--- src/cdt_pkg.sv ---
// Shared types and constants of the conditional directive tracker.
package cdt_pkg;

    localparam int MAX_NEST_DEF = 16;

    localparam int IN_DATA_W  = 8;
    localparam int OUT_DATA_W = 8;

    typedef enum logic [2:0] {
        OP_IFDEF  = 3'd0,
        OP_IFNDEF = 3'd1,
        OP_ELSIF  = 3'd2,
        OP_ELSE   = 3'd3,
        OP_ENDIF  = 3'd4,
        OP_RESET  = 3'd5
    } t_op;

    typedef enum logic [2:0] {
        ST_OK     = 3'd0,
        ST_SYNTAX = 3'd1,
        ST_DUP    = 3'd2,
        ST_UNBAL  = 3'd3,
        ST_OVER   = 3'd4
    } t_status;

    // what a stack cell does this cycle
    typedef enum logic [1:0] {
        CELL_HOLD,
        CELL_SHIFT_IN,
        CELL_SHIFT_OUT,
        CELL_CLEAR
    } t_cell_op;

    // per-level bits held in one cell
    typedef struct packed {
        logic else_seen;
        logic taken;
    } t_level;

    typedef struct packed {
        t_status status;
        logic    active;
    } t_result;

endpackage

--- src/cdt_cell.sv ---
// One level of the nesting stack: takes its neighbor's bits on push or pop, or clears them.
module cdt_cell (
    input  logic              i_clk,
    input  logic              i_rst_n,
    input  cdt_pkg::t_cell_op i_op,
    input  cdt_pkg::t_level   i_shallow,
    input  cdt_pkg::t_level   i_deep,
    output cdt_pkg::t_level   o_level
);

    cdt_pkg::t_level r_level;
    cdt_pkg::t_level n_level;

    always_comb begin
        case (i_op)
            cdt_pkg::CELL_SHIFT_IN:  n_level = i_shallow;
            cdt_pkg::CELL_SHIFT_OUT: n_level = i_deep;
            cdt_pkg::CELL_CLEAR:     n_level = '0;
            default:                 n_level = r_level;
        endcase
    end

    always_ff @(posedge i_clk) begin
        if (!i_rst_n) begin
            r_level <= '0;
        end else begin
            r_level <= n_level;
        end
    end

    assign o_level = r_level;

endmodule

--- src/conditional_directive_tracker_unit.sv ---
// Top level of the conditional directive tracker: control, stack of cells, output stage.
//
// One directive is taken per cycle while the skid entry is empty; its result (status,
// active flag) goes to the output register; a one-entry skid stage lets the next directive
// be taken while a result waits, so throughput is one item per cycle until it fills.
// The per-level else-seen and taken bits live in a row of MAX_NEST cells that
// shift one step deeper on ifdef/ifndef and one step back on endif, with the current
// level always in the first cell; the active flag and the two depth counters are updated
// as each directive is taken, which sets the rate.
module conditional_directive_tracker_unit #(
    parameter int MAX_NEST = cdt_pkg::MAX_NEST_DEF
) (
    input  logic                           i_clk,
    input  logic                           i_rst_n,
    input  logic                           i_s_axis_tvalid,
    output logic                           o_s_axis_tready,
    // [2:0] operation, [3] macro_defined, [4] syntax_ok, [7:5] zero
    input  logic [cdt_pkg::IN_DATA_W-1:0]  i_s_axis_tdata,
    output logic                           o_m_axis_tvalid,
    input  logic                           i_m_axis_tready,
    // [2:0] status, [3] active, [7:4] zero
    output logic [cdt_pkg::OUT_DATA_W-1:0] o_m_axis_tdata
);

    localparam int LW = $clog2(MAX_NEST + 1);
    localparam logic [LW-1:0] MAX_LVL = LW'(MAX_NEST);

    logic            w_accept;
    logic [2:0]      w_op;
    logic            w_def;
    logic            w_syn;

    logic            r_active;
    logic [LW-1:0]   r_live;
    logic [LW-1:0]   r_dead;
    logic            n_active;
    logic [LW-1:0]   n_live;
    logic [LW-1:0]   n_dead;
    logic [LW-1:0]   w_lvl;
    logic            w_top_es;
    logic            w_top_tk;
    logic            w_cond;

    cdt_pkg::t_cell_op w_stack_op;
    logic              w_top_only;
    cdt_pkg::t_level   w_new_top;
    cdt_pkg::t_status  w_status;
    cdt_pkg::t_level   w_cells [MAX_NEST];

    cdt_pkg::t_result r_out;
    cdt_pkg::t_result n_out;
    cdt_pkg::t_result r_skid;
    cdt_pkg::t_result n_skid;
    cdt_pkg::t_result w_res;
    logic             r_out_valid;
    logic             n_out_valid;
    logic             r_skid_valid;
    logic             n_skid_valid;
    logic             w_take;

    assign o_s_axis_tready = !r_skid_valid;
    assign w_accept = i_s_axis_tvalid && o_s_axis_tready;
    assign w_op  = i_s_axis_tdata[2:0];
    assign w_def = i_s_axis_tdata[3];
    assign w_syn = i_s_axis_tdata[4];

    assign w_lvl    = r_live + r_dead;
    assign w_top_es = (w_lvl != '0) && w_cells[0].else_seen;
    assign w_top_tk = (w_lvl != '0) && w_cells[0].taken;
    assign w_cond   = (w_op == cdt_pkg::OP_IFNDEF) ? !w_def : w_def;

    always_comb begin
        n_active   = r_active;
        n_live     = r_live;
        n_dead     = r_dead;
        w_status   = cdt_pkg::ST_OK;
        w_stack_op = cdt_pkg::CELL_HOLD;
        w_top_only = 1'b0;
        w_new_top  = '0;
        unique case (w_op) inside
            cdt_pkg::OP_IFDEF, cdt_pkg::OP_IFNDEF: begin
                if (!w_syn) begin
                    w_status = cdt_pkg::ST_SYNTAX;
                end else if (w_lvl >= MAX_LVL) begin
                    w_status = cdt_pkg::ST_OVER;
                end else begin
                    w_stack_op = cdt_pkg::CELL_SHIFT_IN;
                    if (r_active) begin
                        n_live          = r_live + LW'(1);
                        n_active        = w_cond;
                        w_new_top.taken = w_cond;
                    end else begin
                        n_dead = r_dead + LW'(1);
                    end
                end
            end
            cdt_pkg::OP_ELSIF: begin
                if (w_top_es) begin
                    w_status = cdt_pkg::ST_DUP;
                end else if (!w_syn) begin
                    w_status = cdt_pkg::ST_SYNTAX;
                end else if (w_lvl == '0) begin
                    w_status = cdt_pkg::ST_UNBAL;
                end else if (r_dead == '0) begin
                    if (w_top_tk) begin
                        n_active = 1'b0;
                    end else begin
                        n_active        = w_def;
                        w_stack_op      = cdt_pkg::CELL_SHIFT_IN;
                        w_top_only      = 1'b1;
                        w_new_top.taken = w_def;
                    end
                end
            end
            cdt_pkg::OP_ELSE: begin
                if (w_top_es) begin
                    w_status = cdt_pkg::ST_DUP;
                end else if (!w_syn) begin
                    w_status = cdt_pkg::ST_SYNTAX;
                end else if (w_lvl == '0) begin
                    w_status = cdt_pkg::ST_UNBAL;
                end else begin
                    w_stack_op          = cdt_pkg::CELL_SHIFT_IN;
                    w_top_only          = 1'b1;
                    w_new_top.else_seen = 1'b1;
                    w_new_top.taken     = w_top_tk;
                    if (r_dead == '0) begin
                        n_active        = !w_top_tk;
                        w_new_top.taken = 1'b1;
                    end
                end
            end
            cdt_pkg::OP_ENDIF: begin
                if (!w_syn) begin
                    w_status = cdt_pkg::ST_SYNTAX;
                end else if (w_lvl == '0) begin
                    w_status = cdt_pkg::ST_UNBAL;
                end else begin
                    w_stack_op = cdt_pkg::CELL_SHIFT_OUT;
                    if (r_dead != '0) begin
                        n_dead = r_dead - LW'(1);
                    end else begin
                        n_live   = r_live - LW'(1);
                        n_active = 1'b1;
                    end
                end
            end
            cdt_pkg::OP_RESET: begin
                w_stack_op = cdt_pkg::CELL_CLEAR;
                n_active   = 1'b1;
                n_live     = '0;
                n_dead     = '0;
            end
            default: begin
            end
        endcase
        if (!w_accept) begin
            w_stack_op = cdt_pkg::CELL_HOLD;
            w_top_only = 1'b0;
        end
    end

    assign w_res.status = w_status;
    assign w_res.active = n_active;

    // stack of per-level bits; cell 0 is the current level
    for (genvar g = 0; g < MAX_NEST; g++) begin : g_cell
        cdt_pkg::t_cell_op w_op_g;
        cdt_pkg::t_level   w_shallow;
        cdt_pkg::t_level   w_deep;
        if (g == 0) begin : g_first
            assign w_shallow = w_new_top;
            assign w_op_g    = w_stack_op;
        end else begin : g_rest
            assign w_shallow = w_cells[g-1];
            assign w_op_g    = w_top_only ? cdt_pkg::CELL_HOLD : w_stack_op;
        end
        if (g == MAX_NEST - 1) begin : g_last
            assign w_deep = '0;
        end else begin : g_inner
            assign w_deep = w_cells[g+1];
        end
        cdt_cell u_cell (
            .i_clk     (i_clk),
            .i_rst_n   (i_rst_n),
            .i_op      (w_op_g),
            .i_shallow (w_shallow),
            .i_deep    (w_deep),
            .o_level   (w_cells[g])
        );
    end

    // output register plus skid entry
    assign w_take = r_out_valid && i_m_axis_tready;

    always_comb begin
        n_out        = r_out;
        n_skid       = r_skid;
        n_out_valid  = r_out_valid;
        n_skid_valid = r_skid_valid;
        if (r_skid_valid) begin
            if (w_take) begin
                n_out        = r_skid;
                n_skid_valid = 1'b0;
            end
        end else if (w_accept) begin
            if (!r_out_valid || w_take) begin
                n_out       = w_res;
                n_out_valid = 1'b1;
            end else begin
                n_skid       = w_res;
                n_skid_valid = 1'b1;
            end
        end else if (w_take) begin
            n_out_valid = 1'b0;
        end
    end

    always_ff @(posedge i_clk) begin
        if (!i_rst_n) begin
            r_active     <= 1'b1;
            r_live       <= '0;
            r_dead       <= '0;
            r_out_valid  <= 1'b0;
            r_skid_valid <= 1'b0;
        end else begin
            if (w_accept) begin
                r_active <= n_active;
                r_live   <= n_live;
                r_dead   <= n_dead;
            end
            r_out_valid  <= n_out_valid;
            r_skid_valid <= n_skid_valid;
        end
    end

    always_ff @(posedge i_clk) begin
        r_out  <= n_out;
        r_skid <= n_skid;
    end

    assign o_m_axis_tvalid = r_out_valid;
    assign o_m_axis_tdata  = {4'b0000, r_out.active, r_out.status};

endmodule
--- config.mk ---
export PLATFORM = sky130hd
export DESIGN_NAME = conditional_directive_tracker_unit
export DESIGN_NICKNAME = d
export VERILOG_FILES = /design/src/cdt_pkg.sv /design/src/cdt_cell.sv /design/src/conditional_directive_tracker_unit.sv
export SDC_FILE = /design/constraint.sdc
export NUM_CORES = 1
export LEC_CHECK = 0
export BUFFER_PORTS_ARGS = -buffer_cell sky130_fd_sc_hd__buf_2
export CAP_MARGIN = 40
export CORE_ASPECT_RATIO = 1.25
export CORE_MARGIN = 5
export CORE_UTILIZATION = 60
export CTS_BUF_LIST = sky130_fd_sc_hd__clkbuf_2 sky130_fd_sc_hd__clkbuf_4 sky130_fd_sc_hd__clkbuf_8
export CTS_CLUSTER_DIAMETER = 120
export DETAILED_ROUTE_END_ITERATION = 7
export PLACE_DENSITY = 0.79
export SLEW_MARGIN = 20
export SYNTH_ARGS = -nofsm -noshare
export SYNTH_HDL_FRONTEND = slang
export SYNTH_SLANG_ARGS = --single-unit
--- constraint.sdc ---
create_clock -name i_clk -period 5.9 [get_ports i_clk]
set_input_delay 1.18 -clock i_clk [delete_from_list [all_inputs] [get_ports i_clk]]
set_output_delay 1.18 -clock i_clk [all_outputs]
set_load 0.005 [all_outputs]
==> metrics.md <==
| Metric | Value |
|---|---|
| Outcome | completed |
| EDFF count, synth | 8 |
| CP dominant cell by count | a21oi_1 |
| Yosys reg bits | 53 |
| Dpl hpwl | 4280 um |
| Die Footprint | 6820 um2 |
| Max Fanout on Critical Path | 16 |
| Adder-cell share of the synthesized area | 5.87% |
| CORE AREA | 5080 um2 |
| Sequential element share of the synthesized area | 36.2% |
| Synth Area per Inst | 8.71 um2 |
| PostCTS Resize Cnt | 0 |
| RSZ-0062 raised after global routing | no |
| CP top delay family | compound AO/OA/AOI/OAI gates |
| Detailed Routing Iterations Pass 1 | 4 |
| Hold Crit Class | flop to flop |
| Peak VDD IR | 166 uV |
| H-tree depth | 2 |
| Synth Area in Simple Gates | 20.3% |
| Core Rows | 29 |
| Max Clock Skew | 0.00347 ns |
| CTS max path bufs | 2 |
| # DRC | 0 |
| Tcrit/Tclk final | 52.7% |
| Commonest non-fill, non-tap cells in the layout | 47 x nand2_1, 45 x dfxtp_1, 33 x o21ai_0, 30 x nand4_1, 29 x a31oi_1 |
| # Max-Cap Violations | 0 |
| GPL Wtd Cong | 0.900 |
| First-pass GRT wire length | 11300 um |
| Starting density of the core | 62.1% |
| Root Driver | clkbuf_8 |
| F_max | 0.321 GHz |
| Total gr overflow | 0 |
| Setup CP Type | input port to flop |
| Reg clk slew, reported paths | 0.10 ns |
| Synth unique cells | 65 |
| Pwr per Cell Area | 230 nW/um2 |
| I/O pin cnt | 22 |
| Post-Layout Cell Count | 421 |
| WL per Instance | 15.8 um |
| Post-Syn Area | 3150 um2 |
| Hold-fix buffers, CTS | 0 |
| Yosys warns | 0 |
| Share of cells above drive strength 1 | 13.9% |
| Antenna Nets Post-Route | 0 |
| Pin count of the biggest net entering global routing | 60 |
| TritonCTS buffer count | 5 |
| Largest family of logic cells by synthesized area | compound AO/OA/AOI/OAI gates |
| Post-synthesis mux area share | 3.25% |
| # diodes | 0 |
| CP cell instances | buf_2 > nor3b_4 > ha_1 > a21o_1 > a21oi_1 > xnor2_1 > o21ai_0 > a21oi_1 > o22ai_1 |
| Met1 WL | 2920 um |
| CP required | 6.10 ns |
| Hold_ws | 0.451 ns |
| Final-report max-slew violation count | 0 |
| Critical Path End Type | flop |
| Initial antenna violation count | 0 |
| Clk_lat worst skew | 0.31 ns |
| Top sig layer | met4 |
| Vias in the first global route | 2536 |
| Post-Syn Instances | 362 |
| Worst setup SP type | input port |
| DRT iter0 DRCs | 164 |
| Wire length on met2 | 3380 um |
| Post-CTS Setup Inserts | 0 |
| Primary FF master, synth | dfxtp_1 |
| Gr usage total | 20.2% |
| Leak | 1.26 nW |
| IO Port Bufs | 14 |
| Arrival time at the worst endpoint | 3.31 ns |
| Cell total after placement | 413 |
| Vias/cell | 6.48 |
| Util after Layout | 65.2% |
| # nets final | 383 |
| Slew margin rel. | 47.9% |
| Area growth, synth to finish | 5.08% |
| Top cell type's share of synthesized area | 28.6% |
| Dominant cell type by area after synthesis | dfxtp_1 |
| Worst slew pin tran | 0.782 ns |
| CP bufs+invs | 1 |
| Synth area leaders | dfxtp_1 29%, edfxtp_1 7.6%, nand4_1 6.0% |
| Sinks on Clock Net | 53 |
| CTS tree | yes |
| Sum Neg Setup Slack | 0 ns |
| Synth Area in XOR/XNOR | 3.61% |
| Die width | 74.9 um |
| Final hold violation count | 0 |
| Commonest non-fill, non-tap cell in the layout | nand2_1 |
| Asr flop ratio synth | 0% |
| CP max stage delay | 0.69 ns |
| Met3 WL | 272 um |
| Worst path slowest cell | nor3b_4 |
| Compound-Gate Fraction of Synth Area | 25.1% |
| Via count | 2730 |
| Die Ht | 91.1 um |
| Period minus WS final | 3.11 ns |
| Final setup viols | 0 |
| Routed wire length | 6670 um |
| Fillers | 433 |
==> registers in the layout (all words and copies together) (netlist names) <==
register / flops
r_active: 1
r_skid: 4
o_m_axis_tvalid: 1
r_skid_valid: 1
o_m_axis_tdata: 4
r_dead: 5
r_live: 5
g_cell.u_cell.o_level: 32
==> logic make-up (layout without fill, tap and decap cells) <==
family	count (synthesis)	count (layout)
AOI/OAI and AO/OA	118	118
xor gates and xnor gates	10	10
adders and majority gates	13	13
buffers and inverters	38	32
DFF	53	53
muxes	10	10
other	1	4
and+or+nand+nor	119	119
==> synthesized netlist by cell type, drive strengths merged, types with 4 or more instances <==
master	number
nand2	48
mux2i	8
nand4	30
buf	13
o211ai	4
or3	4
clkbuf	18
inv	7
edfxtp	8
nor2	10
a21o	7
a21oi	20
ha	10
dfxtp	45
o21ai	36
nand3	7
nor3	5
xor2	5
a31oi	29
xnor2	5
==> tightest hold or removal path, stage by stage, from the launching register on <==
cell	delay, ns
dfxtp_1	0.32
nand2_1	0.05
a21oi_1	0.05
==> routing by layer <==
layer  vias up  global-route usage [%]
met4         0                    6.68
met3        10                    3.98
met1      1323                    25.0
met5         -                       0
li1       1338                       -
met2        59                    34.2
==> where the power goes <==
part	leakage (nW)	switching (W)	internal [W]
Combinational	0.763	0.0000696	0.0000405
Clock	0.0617	0.000124	0.000138
Sequential	0.438	0.0000102	0.000379
Total	1.26	0.000204	0.000558
==> worst paths after layout <==
check	end	slack [ns]	startpoint	cells past startpoint
worst min register to register	g_cell[15].u_cell.o_level[0]$_SDFFE_PN0P_	0.45	g_cell[15].u_cell.o_level[0]$_SDFFE_PN0P_	2
worst max-delay path	r_dead[4]$_SDFFE_PN0P_	2.79	i_s_axis_tdata[2]	9
worst min-delay path	g_cell[15].u_cell.o_level[0]$_SDFFE_PN0P_	0.45	g_cell[15].u_cell.o_level[0]$_SDFFE_PN0P_	2
worst max register to register	g_cell[6].u_cell.o_level[1]$_SDFFE_PN0P_	2.87	r_live[0]$_SDFFE_PN0P_	8
==> final cells by class <==
type                       count  area [um2]  share of cell area (%)
tap                           62        77.6                    2.34
clock buffer                   6        82.6                    2.49
clock inverter                 2        36.3                    1.09
sequential                    53        1140                    34.4
multi-input combinational    274        1860                    56.1
timing repair buffer          17        92.6                    2.79
inverter                       7        26.3                   0.793
==> stage by stage <==
step / instance area [um2] / power (W) / setup WS [ns]
after floorplan: 3170 / 0.000480 / 2.80
after global placement: 3200 / 0.000504 / 2.55
after detailed placement: 3200 / 0.000506 / 2.47
after CTS: 3310 / 0.000765 / 2.81
after global routing: 3310 / 0.000791 / 2.61
final: 3310 / 0.000762 / 2.79
No activity file was read; power rests on OpenSTA's default activity.
